### config.mk
export PLATFORM = sky130hd
export DESIGN_NAME = lovd_pair_mem
export DESIGN_NICKNAME = d
export VERILOG_FILES = /design/src/rtl/lock_order_violation_detector_assert.svh /design/src/rtl/lovd_pkg.sv /design/src/rtl/lovd_pair_mem.sv
export SDC_FILE = /design/constraint.sdc
export NUM_CORES = 2
export LEC_CHECK = 0
export BUFFER_PORTS_ARGS = -buffer_cell sky130_fd_sc_hd__buf_2
export CORE_AREA = 2 2 517 622
export DETAILED_ROUTE_END_ITERATION = 10
export DIE_AREA = 0 0 519 624
export GPL_ROUTABILITY_DRIVEN = 0
export GPL_TIMING_DRIVEN = 0
export PLACE_DENSITY = 0.62
export SYNTH_ARGS = -nofsm -noshare
export SYNTH_HDL_FRONTEND = slang
export SYNTH_MEMORY_MAX_BITS = 65536
export SYNTH_SLANG_ARGS = --single-unit
### constraint.sdc
create_clock -name clk -period 7.15 [get_ports clk]
set_input_delay 0.715 -clock clk [delete_from_list [all_inputs] [get_ports clk]]
set_output_delay 0.715 -clock clk [all_outputs]
set_load 0.05 [all_outputs]
### src/rtl/lock_order_violation_detector_assert.svh
// Assertion macros for the lock order checker.
// Included by the top level; depends on nothing else.
`ifndef LOCK_ORDER_VIOLATION_DETECTOR_ASSERT_SVH
`define LOCK_ORDER_VIOLATION_DETECTOR_ASSERT_SVH
// Implication checked on every rising clock edge outside reset.
`define LOVD_ASSERT_IMP(label, clk, rst_n, ante, cons, msg) \
	label: assert property (@(posedge clk) disable iff (!rst_n) (ante) |-> (cons)) \
		else $error(msg);
// Invariant checked on every rising clock edge outside reset.
`define LOVD_ASSERT_ALWAYS(label, clk, rst_n, cond, msg) \
	label: assert property (@(posedge clk) disable iff (!rst_n) (cond)) else $error(msg);
`endif

### src/rtl/lovd_pkg.sv
// Shared types for the lock order checker.
// No dependencies.
package lovd_pkg;
	localparam logic OP_ACQUIRE = 1'b0;
	localparam logic OP_RELEASE = 1'b1;
	localparam int LOCK_W = 32;
	localparam int TID_W = 3;
	localparam int CNT_W = 4;

	// Result beat fields.
	typedef struct packed {
		logic [CNT_W-1:0] conflict_count;
		logic potential_deadlock;
		logic held_overflow;
		logic table_overflow;
	} lovd_result_t;
endpackage

### src/rtl/lovd_pair_mem.sv
// Pair table memory: lock pair keys and first order bit, one write and one
// registered read per cycle. Depends on lovd_pkg.
module lovd_pair_mem #(
	parameter int ENTRIES = 64,
	parameter int AW = 6
) (
	input logic clk,
	input logic we,
	input logic [AW-1:0] waddr,
	input logic [lovd_pkg::LOCK_W-1:0] wlo,
	input logic [lovd_pkg::LOCK_W-1:0] whi,
	input logic wfirst,
	input logic [AW-1:0] raddr,
	output logic [lovd_pkg::LOCK_W-1:0] rlo,
	output logic [lovd_pkg::LOCK_W-1:0] rhi,
	output logic rfirst
);
	import lovd_pkg::*;
	logic [2*LOCK_W:0] mem [ENTRIES];

	// Synchronous write and registered read.
	always_ff @(posedge clk) begin
		if (we) begin
			mem[waddr] <= {wfirst, whi, wlo};
		end
		{rfirst, rhi, rlo} <= mem[raddr];
	end
endmodule

==> impl_metrics.env <==
export IMPL_grt_pass1_vias=79700
export IMPL_synthTopCellsByArea="edfxtp_1 (79%), mux4_2 (15%), a22oi_1 (1.2%)"
export IMPL_drtIter0Drc=13800
export IMPL_num_rows=227
export IMPL_ant_nets=0
export IMPL_critical_path_peak_fanout=10
export IMPL_antenna_found_initial=48
export IMPL_p_comb_share_pct=5.7
export IMPL_period_share_pct=59.3
export IMPL_swShare_pct=22.0
export IMPL_yosysWarnings=0
export IMPL_clk_latency_ns=0.93
export IMPL_overflow=0
export IMPL_dp_hpwl_mm=353
export IMPL_cts_made_buffers=408
export IMPL_nFillCells=22800
export IMPL_cts_sinks=4225
export IMPL_setup_ws_ns=2.91
export IMPL_powerDensity_nw_per_um2=283
export IMPL_cts_root_buf="clkbuf_16"
export IMPL_core_area_sq_um=318000
export IMPL_clk_path_buf_depth=4
export IMPL_async_reset_ff_share_pct=0
export IMPL_synth_top_area_share_pct=78.9
export IMPL_yosysMostFrequentCell="edfxtp_1"
export IMPL_internal_power_w=0.0404
export IMPL_cts_hold_buf=0
export IMPL_avgSynthCellArea_sq_um=24.0
export IMPL_ys_types=27
export IMPL_grt_pass1_wl_mm=695
export IMPL_drcViolationCount=0
export IMPL_end_kind="flop"
export IMPL_routedWlPerCell_um=43.5
export IMPL_die_width_um=519
export IMPL_wl_mm=524
export IMPL_synth_flop_cell="edfxtp_1"
export IMPL_ios=144
export IMPL_power_leakage_nw=57.3
export IMPL_synth_seq_cells=4225
export IMPL_worstSetupPathType="primary input to flop"
export IMPL_clk_pin_slew_ns=0.06
export IMPL_grt_max_degree=65
export IMPL_synth_common_cells="edfxtp_1 (4,160), mux4_2 (1,040), a22oi_1 (260), buf_2 (186), o22ai_1 (130)"
export IMPL_rsz0062_at_grt="false"
export IMPL_violations="max-capacitance violations, max-slew violations"
export IMPL_first_pass_iters=7
export IMPL_initial_utilization_pct=49.9
export IMPL_fmax_mhz=236
export IMPL_clock_skew_ns=0.0464
export IMPL_hold_path_class="primary input to flop"
export IMPL_die_area_sq_um=324000
export IMPL_p_clk_share_pct=41.3
export IMPL_synth_top_cell_by_area="edfxtp_1"
export IMPL_cts_setup_buffers=0
export IMPL_cp_required_ns=8.00
export IMPL_finalNetCount=7501
export IMPL_finalHoldViolations=0
export IMPL_period_needed_ns=4.24
export IMPL_synth_nets=6685
export IMPL_fp_dieH_um=624
export IMPL_arrival_ns=5.08
export IMPL_cts_htree_levels=5
export IMPL_finalSetupTns_ns=0
export IMPL_cap_violations=2
export IMPL_power_switching_w=0.0114
export IMPL_setup_violations_final=0
export IMPL_status="finished, violations left"
export IMPL_vias=81700
export IMPL_post_cts_resized=0
export IMPL_via_per_inst=6.79
export IMPL_syn_inst=6606
export IMPL_area_growth_pct=15.8
export IMPL_synth_edff_count=4160
export IMPL_cp_start_kind="primary input"
export IMPL_ys_seq_area_share_pct=79.7
export IMPL_final_max_slew_viol_count=22
export IMPL_relSlewSlack_pct=-6.11
export IMPL_tightest_slew_ns=1.59
export IMPL_netlist_area_sq_um=158000
export IMPL_cts_tree="built"
export IMPL_peakVddDrop_mv=0.202
export IMPL_port_buffers=136
export IMPL_place_ws_ns=2.10
export IMPL_grt_use_total_pct=32.2
export IMPL_p_seq_share_pct=53.0
export IMPL_drive_gt1_share_pct=30.2
## layout make-up
type	instances	area [sq um]	area share, %
Sequential cell	4225	126000	68.8
Multi-Input combinational cell	2004	30700	16.7
Clock buffer	514	10800	5.90
Timing Repair Buffer	406	6120	3.34
Tap cell	4236	5300	2.89
Clock inverter	225	2160	1.18
Buffer	377	1930	1.05
Antenna cell	48	120	0.0655
## placed cells by master, fill, tap and decap left out, types with 48 or more instances in the layout
cell	Yosys	routed
edfxtp_1	4160	4160
mux4_2	1040	1040
clkbuf_16	0	412
buf_2	186	319
a22oi_1	260	260
buf_12	0	221
clkbuf_1	120	190
o22ai_1	130	130
nand3_1	115	115
mux2i_1	103	103
clkinv_1	0	83
clkinv_2	0	74
a211oi_1	65	65
o211a_1	65	65
dfxtp_1	65	65
nor2_4	0	63
nor2_1	112	49
diode_2	0	48
## kinds of logic after synthesis
family | count (synthesis) | share of synthesized area (%)
flip-flops | 4225 | 79.7
multiplexers | 1143 | 15.4
AO/OA/AOI/OAI | 566 | 2.72
AND/OR/NAND/NOR | 295 | 0.911
buffers and inverters | 377 | 1.20
## flip-flops by register name, summed over array words and instances (netlist names)
| signal | cells |
|---|---|
| rlo | 32 |
| rhi | 32 |
| rfirst | 1 |
| mem | 4160 |
## path summary, 6_finish.rpt
kind	startpoint	endpoint	slack, ns	cells after the start
worst min-delay path	whi[11]	mem[47][43]	0.25	1
worst max-delay path	raddr[2]	rhi[8]	2.91	8
worst min register to register	mem[30][45]	rhi[13]	0.88	4
worst max register to register	mem[43][17]	rlo[17]	4.58	4
## metrics by stage
step	cell area, sq um	total power [W]	hold slack (ns)	std cells	util (%)
3_3_place_gp	164000	0.0308	0.859	11000	51.7
3_5_place_dp	170000	0.0309	0.869	11200	53.6
5_1_grt	183000	0.0529	0.236	12000	57.7
4_1_cts	183000	0.0519	0.457	12000	57.7
2_1_floorplan	158000	0.0295	0.780	6606	-
6_report	183000	0.0518	0.247	12000	57.7
## power groups by stage
stage / logic [W] / registers (W) / clock network [W]
floorplan: 0.00127 / 0.0282 / 0
global placement: 0.00281 / 0.0280 / 0
detailed placement: 0.00293 / 0.0280 / 0
CTS: 0.00294 / 0.0275 / 0.0215
global route: 0.00305 / 0.0275 / 0.0224
finish: 0.00297 / 0.0275 / 0.0214
## critical path: stages
cell and delay [ns]:
buf_2 0.14, buf_2 0.37, nor2b_1 0.77, buf_2 1.04
clkbuf_1 0.78, a22oi_1 0.34, nand3b_1 0.55, o211a_1 0.35
## per-layer routing
metal | routed length, um | vias to the layer above | track usage (%) | share of wire, %
met3 | 63500 | 1196 | 8.18 | 12
met5 | 278 | - | 0 | 0.053
met1 | 180000 | 44100 | 41.8 | 34
met2 | 248000 | 5953 | 50.6 | 47
li1 | - | 30400 | - | -
met4 | 32500 | 36 | 17.0 | 6.2
No activity file was read; power rests on OpenSTA's default activity.
