**config.mk**
```make
export PLATFORM = sky130hd
export DESIGN_NAME = lovd_held_mem
export DESIGN_NICKNAME = d
export VERILOG_FILES = /design/src/rtl/lock_order_violation_detector_assert.svh /design/src/rtl/lovd_pkg.sv /design/src/rtl/lovd_held_mem.sv
export SDC_FILE = /design/constraint.sdc
export NUM_CORES = 2
export LEC_CHECK = 0
export BUFFER_PORTS_ARGS = -buffer_cell sky130_fd_sc_hd__buf_2
export CAP_MARGIN = 30
export CORE_AREA = 2 2 381 383
export CTS_CLUSTER_DIAMETER = 80
export DETAILED_ROUTE_END_ITERATION = 6
export DIE_AREA = 0 0 383 385
export GPL_TIMING_DRIVEN = 1
export PLACE_DENSITY = 0.71
export SLEW_MARGIN = 25
export SYNTH_ARGS = -nofsm -noshare
export SYNTH_HDL_FRONTEND = slang
export SYNTH_SLANG_ARGS = --single-unit
```
**constraint.sdc**
```tcl
create_clock -name clk -period 3.85 [get_ports clk]
set_input_delay 0.385 -clock clk [delete_from_list [all_inputs] [get_ports clk]]
set_output_delay 0.385 -clock clk [all_outputs]
set_load 0.1 [all_outputs]
```
**src/rtl/lock_order_violation_detector_assert.svh**
```systemverilog
// Assertion macros for the lock order checker.
// Included by the top level; depends on nothing else.
`ifndef LOCK_ORDER_VIOLATION_DETECTOR_ASSERT_SVH
`define LOCK_ORDER_VIOLATION_DETECTOR_ASSERT_SVH
// Implication checked on every rising clock edge outside reset.
`define LOVD_ASSERT_IMP(label, clk, rst_n, ante, cons, msg) \
	label: assert property (@(posedge clk) disable iff (!rst_n) (ante) |-> (cons)) \
		else $error(msg);
// Invariant checked on every rising clock edge outside reset.
`define LOVD_ASSERT_ALWAYS(label, clk, rst_n, cond, msg) \
	label: assert property (@(posedge clk) disable iff (!rst_n) (cond)) else $error(msg);
`endif

```
**src/rtl/lovd_pkg.sv**
```systemverilog
// Shared types for the lock order checker.
// No dependencies.
package lovd_pkg;
	localparam logic OP_ACQUIRE = 1'b0;
	localparam logic OP_RELEASE = 1'b1;
	localparam int LOCK_W = 32;
	localparam int TID_W = 3;
	localparam int CNT_W = 4;

	// Result beat fields.
	typedef struct packed {
		logic [CNT_W-1:0] conflict_count;
		logic potential_deadlock;
		logic held_overflow;
		logic table_overflow;
	} lovd_result_t;
endpackage

```
**src/rtl/lovd_held_mem.sv**
```systemverilog
// Held lock memory: one lock id per thread slot, registered read.
// Depends on lovd_pkg.
module lovd_held_mem #(
	parameter int DEPTH = 64,
	parameter int AW = 6
) (
	input logic clk,
	input logic we,
	input logic [AW-1:0] waddr,
	input logic [lovd_pkg::LOCK_W-1:0] wdata,
	input logic [AW-1:0] raddr,
	output logic [lovd_pkg::LOCK_W-1:0] rdata
);
	import lovd_pkg::*;
	logic [LOCK_W-1:0] mem [DEPTH];

	// Synchronous write and registered read.
	always_ff @(posedge clk) begin
		if (we) begin
			mem[waddr] <= wdata;
		end
		rdata <= mem[raddr];
	end
endmodule

```
==> results.sh <==
export IMPL_drive_gt1_share_pct=30.71
export IMPL_path_cells="buf_8, buf_12, buf_4, mux4_2, mux4_2, o22ai_1, nor2_1"
export IMPL_power_density_nw_per_um2=520.2
export IMPL_required_ps=4510
export IMPL_irDropWorstVdd_v=0.0004429
export IMPL_setup_slack_ps=1259
export IMPL_finalHoldViolCount=0
export IMPL_syn_to_final_growth_pct=13.57
export IMPL_hold_ws_ps=37.22
export IMPL_fp_coreArea_um2=143100
export IMPL_grt_pass1_vias=37665
export IMPL_path_class="in2reg"
export IMPL_cp_start_kind="input pin"
export IMPL_place_area_um2=82990
export IMPL_hold_depth=1
export IMPL_p_int_mw=36.31
export IMPL_drc=0
export IMPL_max_stage_delay_ps=630
export IMPL_post_place_ws_ps=504.6
export IMPL_ys_seq_area_share_pct=79.14
export IMPL_num_rows=139
export IMPL_combPwrFrac_pct=6.1
export IMPL_clkLatencyLatePin_ps=820
export IMPL_rr_worst_depth=4
export IMPL_seq_power_share_pct=54.3
export IMPL_totalWireLength_mm=197.2
export IMPL_root_buffer="clkbuf_16"
export IMPL_worstPathMaxFanout=35
export IMPL_num_fill_cells=9313
export IMPL_synthDistinctLibCells=34
export IMPL_clock_power_share_pct=39.7
export IMPL_synth_seq_cells=2080
export IMPL_crit_path_end_kind="flop"
export IMPL_post_route_period_util_pct=67.31
export IMPL_initial_core_util_pct=54.85
export IMPL_total_power_mw=46.39
export IMPL_overflow=0
export IMPL_design_area_um2=89170
export IMPL_syn_nets=3370
export IMPL_cellLeakagePower_nw=27.88
export IMPL_worstPathArrival_ps=3250
export IMPL_post_synth_cell_area_avg_um2=23.62
export IMPL_cts_buffers=195
export IMPL_skew_ps=34.74
export IMPL_clock_path_buffers=3
export IMPL_die_area_um2=147500
export IMPL_synth_cells=3324
export IMPL_clock_sinks=2080
export IMPL_vias_per_cell=6.640
export IMPL_grt_start_max_net_pins=65
export IMPL_cts_resized=0
export IMPL_grt_setup_unrepaired="no"
export IMPL_fmax_ghz=0.3859
export IMPL_cts_tree="yes"
export IMPL_drt_initial_drc_count=5197
export IMPL_final_antenna_net_count=0
export IMPL_wl_per_cell_um=34.65
export IMPL_cts_htree_levels=4
export IMPL_drtPass1Iterations=6
export IMPL_slew_limit_headroom_pct=32.04
export IMPL_cp_num_buf_inv=3
export IMPL_finalMaxSlewViolations=0
export IMPL_worst_path_stages=7
export IMPL_grt_pass1_wl_mm=279.2
export IMPL_die_w_um=383
export IMPL_grt_antenna_before_repair=11
export IMPL_p_switching_mw=10.08
export IMPL_status="complete, no violations"
export IMPL_fin_cells=5690
export IMPL_pin_count=78
export IMPL_switching_share_pct=21.72
export IMPL_yosys_warnings=0
export IMPL_setup_viol=0
export IMPL_grt_total_usage_pct=27.19
export IMPL_place_inst=5324
export IMPL_synth_area_um2=78520
export IMPL_drv_cap=0
export IMPL_clk_pin_slew_ps=60
export IMPL_cp_top_family="multiplexers"
export IMPL_hold_path_class="in2reg"
export IMPL_place_congestion=0.8219
export IMPL_dp_hpwl_mm=113.0
export IMPL_post_route_util_pct=62.30
export IMPL_fin_setup_tns_ps=0
export IMPL_crit_top_cell="mux4_2"
export IMPL_crit_slowest_cell="o22ai_1"
export IMPL_port_buffer_count=77
export IMPL_fp_dieH_um=385
export IMPL_period_needed_ps=2591
export IMPL_worst_pin_slew_ps=1013
export IMPL_layout_nets=3669
export IMPL_num_vias=37784
## path summary, 6_finish.rpt
path / endpoint / start / slack (ps)
max: rdata[29] / raddr[0] / 1260
max reg2reg: rdata[29] / mem[27][29] / 1440
min: mem[9][26] / wdata[26] / 40
min reg2reg: rdata[17] / mem[12][17] / 940
## cell usage after synthesis
cell | instances | area share, %
dfxtp_1 | 32 | 0.82
o32ai_1 | 4 | 0.045
a311oi_1 | 8 | 0.089
buf_2 | 57 | 0.36
buf_6 | 5 | 0.072
and3_1 | 4 | 0.032
buf_4 | 25 | 0.24
clkbuf_1 | 74 | 0.35
mux4_2 | 544 | 16
nand3b_1 | 5 | 0.048
and2_1 | 2 | 0.016
o22ai_1 | 84 | 0.67
or3_1 | 3 | 0.024
nand3_1 | 5 | 0.032
nand2_1 | 26 | 0.12
nor2b_1 | 15 | 0.12
or3b_1 | 2 | 0.022
or2_1 | 1 | 0.0080
a41o_1 | 4 | 0.051
nor3_1 | 7 | 0.045
or3b_2 | 3 | 0.033
a22oi_1 | 12 | 0.11
o221ai_1 | 27 | 0.30
buf_1 | 21 | 0.10
nand4_1 | 2 | 0.016
a21oi_1 | 62 | 0.40
nor2_1 | 137 | 0.65
a31oi_1 | 1 | 0.0080
nand2b_1 | 8 | 0.064
or2_2 | 1 | 0.0080
edfxtp_1 | 2048 | 78
nand4b_1 | 1 | 0.011
or2_0 | 1 | 0.0080
mux2i_1 | 93 | 1.2
## power by group through the flow
stage,clock [mW],combinational (mW),sequential (mW)
after global placement,0,2.75,25.6
after CTS,18.6,2.80,25.2
final,18.4,2.81,25.2
after global routing,19.5,2.92,25.2
after detailed placement,0,2.79,25.7
after floorplan,0,1.22,26.0
## cell families (layout without fill, tap and decap cells)
family,after synthesis,count (layout),share of synthesized area (%)
buffers and inverters,182,635,1.128
other,0,10,0
flip-flops,2080,2080,79.14
multiplexers,637,637,16.79
AND/OR/NAND/NOR,223,223,1.265
AO/OA/AOI/OAI,202,202,1.673
## registers in the layout (all words and copies together) (netlist names)
register,flops
rdata,32
mem,2048
## worst reg2reg max path: stages, from the launching register on
cell and delay, ps:
edfxtp_1 380, mux4_2 490, mux4_2 560, o22ai_1 630
nor2_1 190
## layout by cell type (no fill, tap or decap), drive strengths merged, types with 8 or more instances in the layout
cell    instances
buf           282
mux2i          93
clkbuf        263
diode          10
inv             8
clkinv         67
o22ai          84
a21oi          62
nor2b          15
nand2b          8
dfxtp          32
edfxtp       2048
mux4          544
a311oi          8
nand2          26
nor2          137
a22oi          12
o221ai         27
bufinv         10
## layout make-up
cell class | instances | area [um2] | area share, %
multi-input cells | 1062 | 15990 | 17.93
diodes | 10 | 25.02 | 0.02806
flip-flops and latches | 2080 | 62140 | 69.69
clock buffers | 263 | 5321 | 5.968
clock inverters | 88 | 733.2 | 0.8222
well taps | 1903 | 2381 | 2.670
repair buffers | 284 | 2579 | 2.892
## routing by layer
metal / GRT usage (%) / up-vias / share of wire (%)
li1: - / 14854 / -
met1: 38.45 / 20234 / 37
met2: 43.68 / 2356 / 49
met3: 4.659 / 336 / 10
met4: 9.267 / 4 / 3.2
met5: 0 / - / 0.015
## what timing repair did
item,4_1_cts,5_1_grt
hold buffers,2,0
setup buffers,0,0
endpoints found under the hold margin,18,0
(Power assumes the default switching activity.)
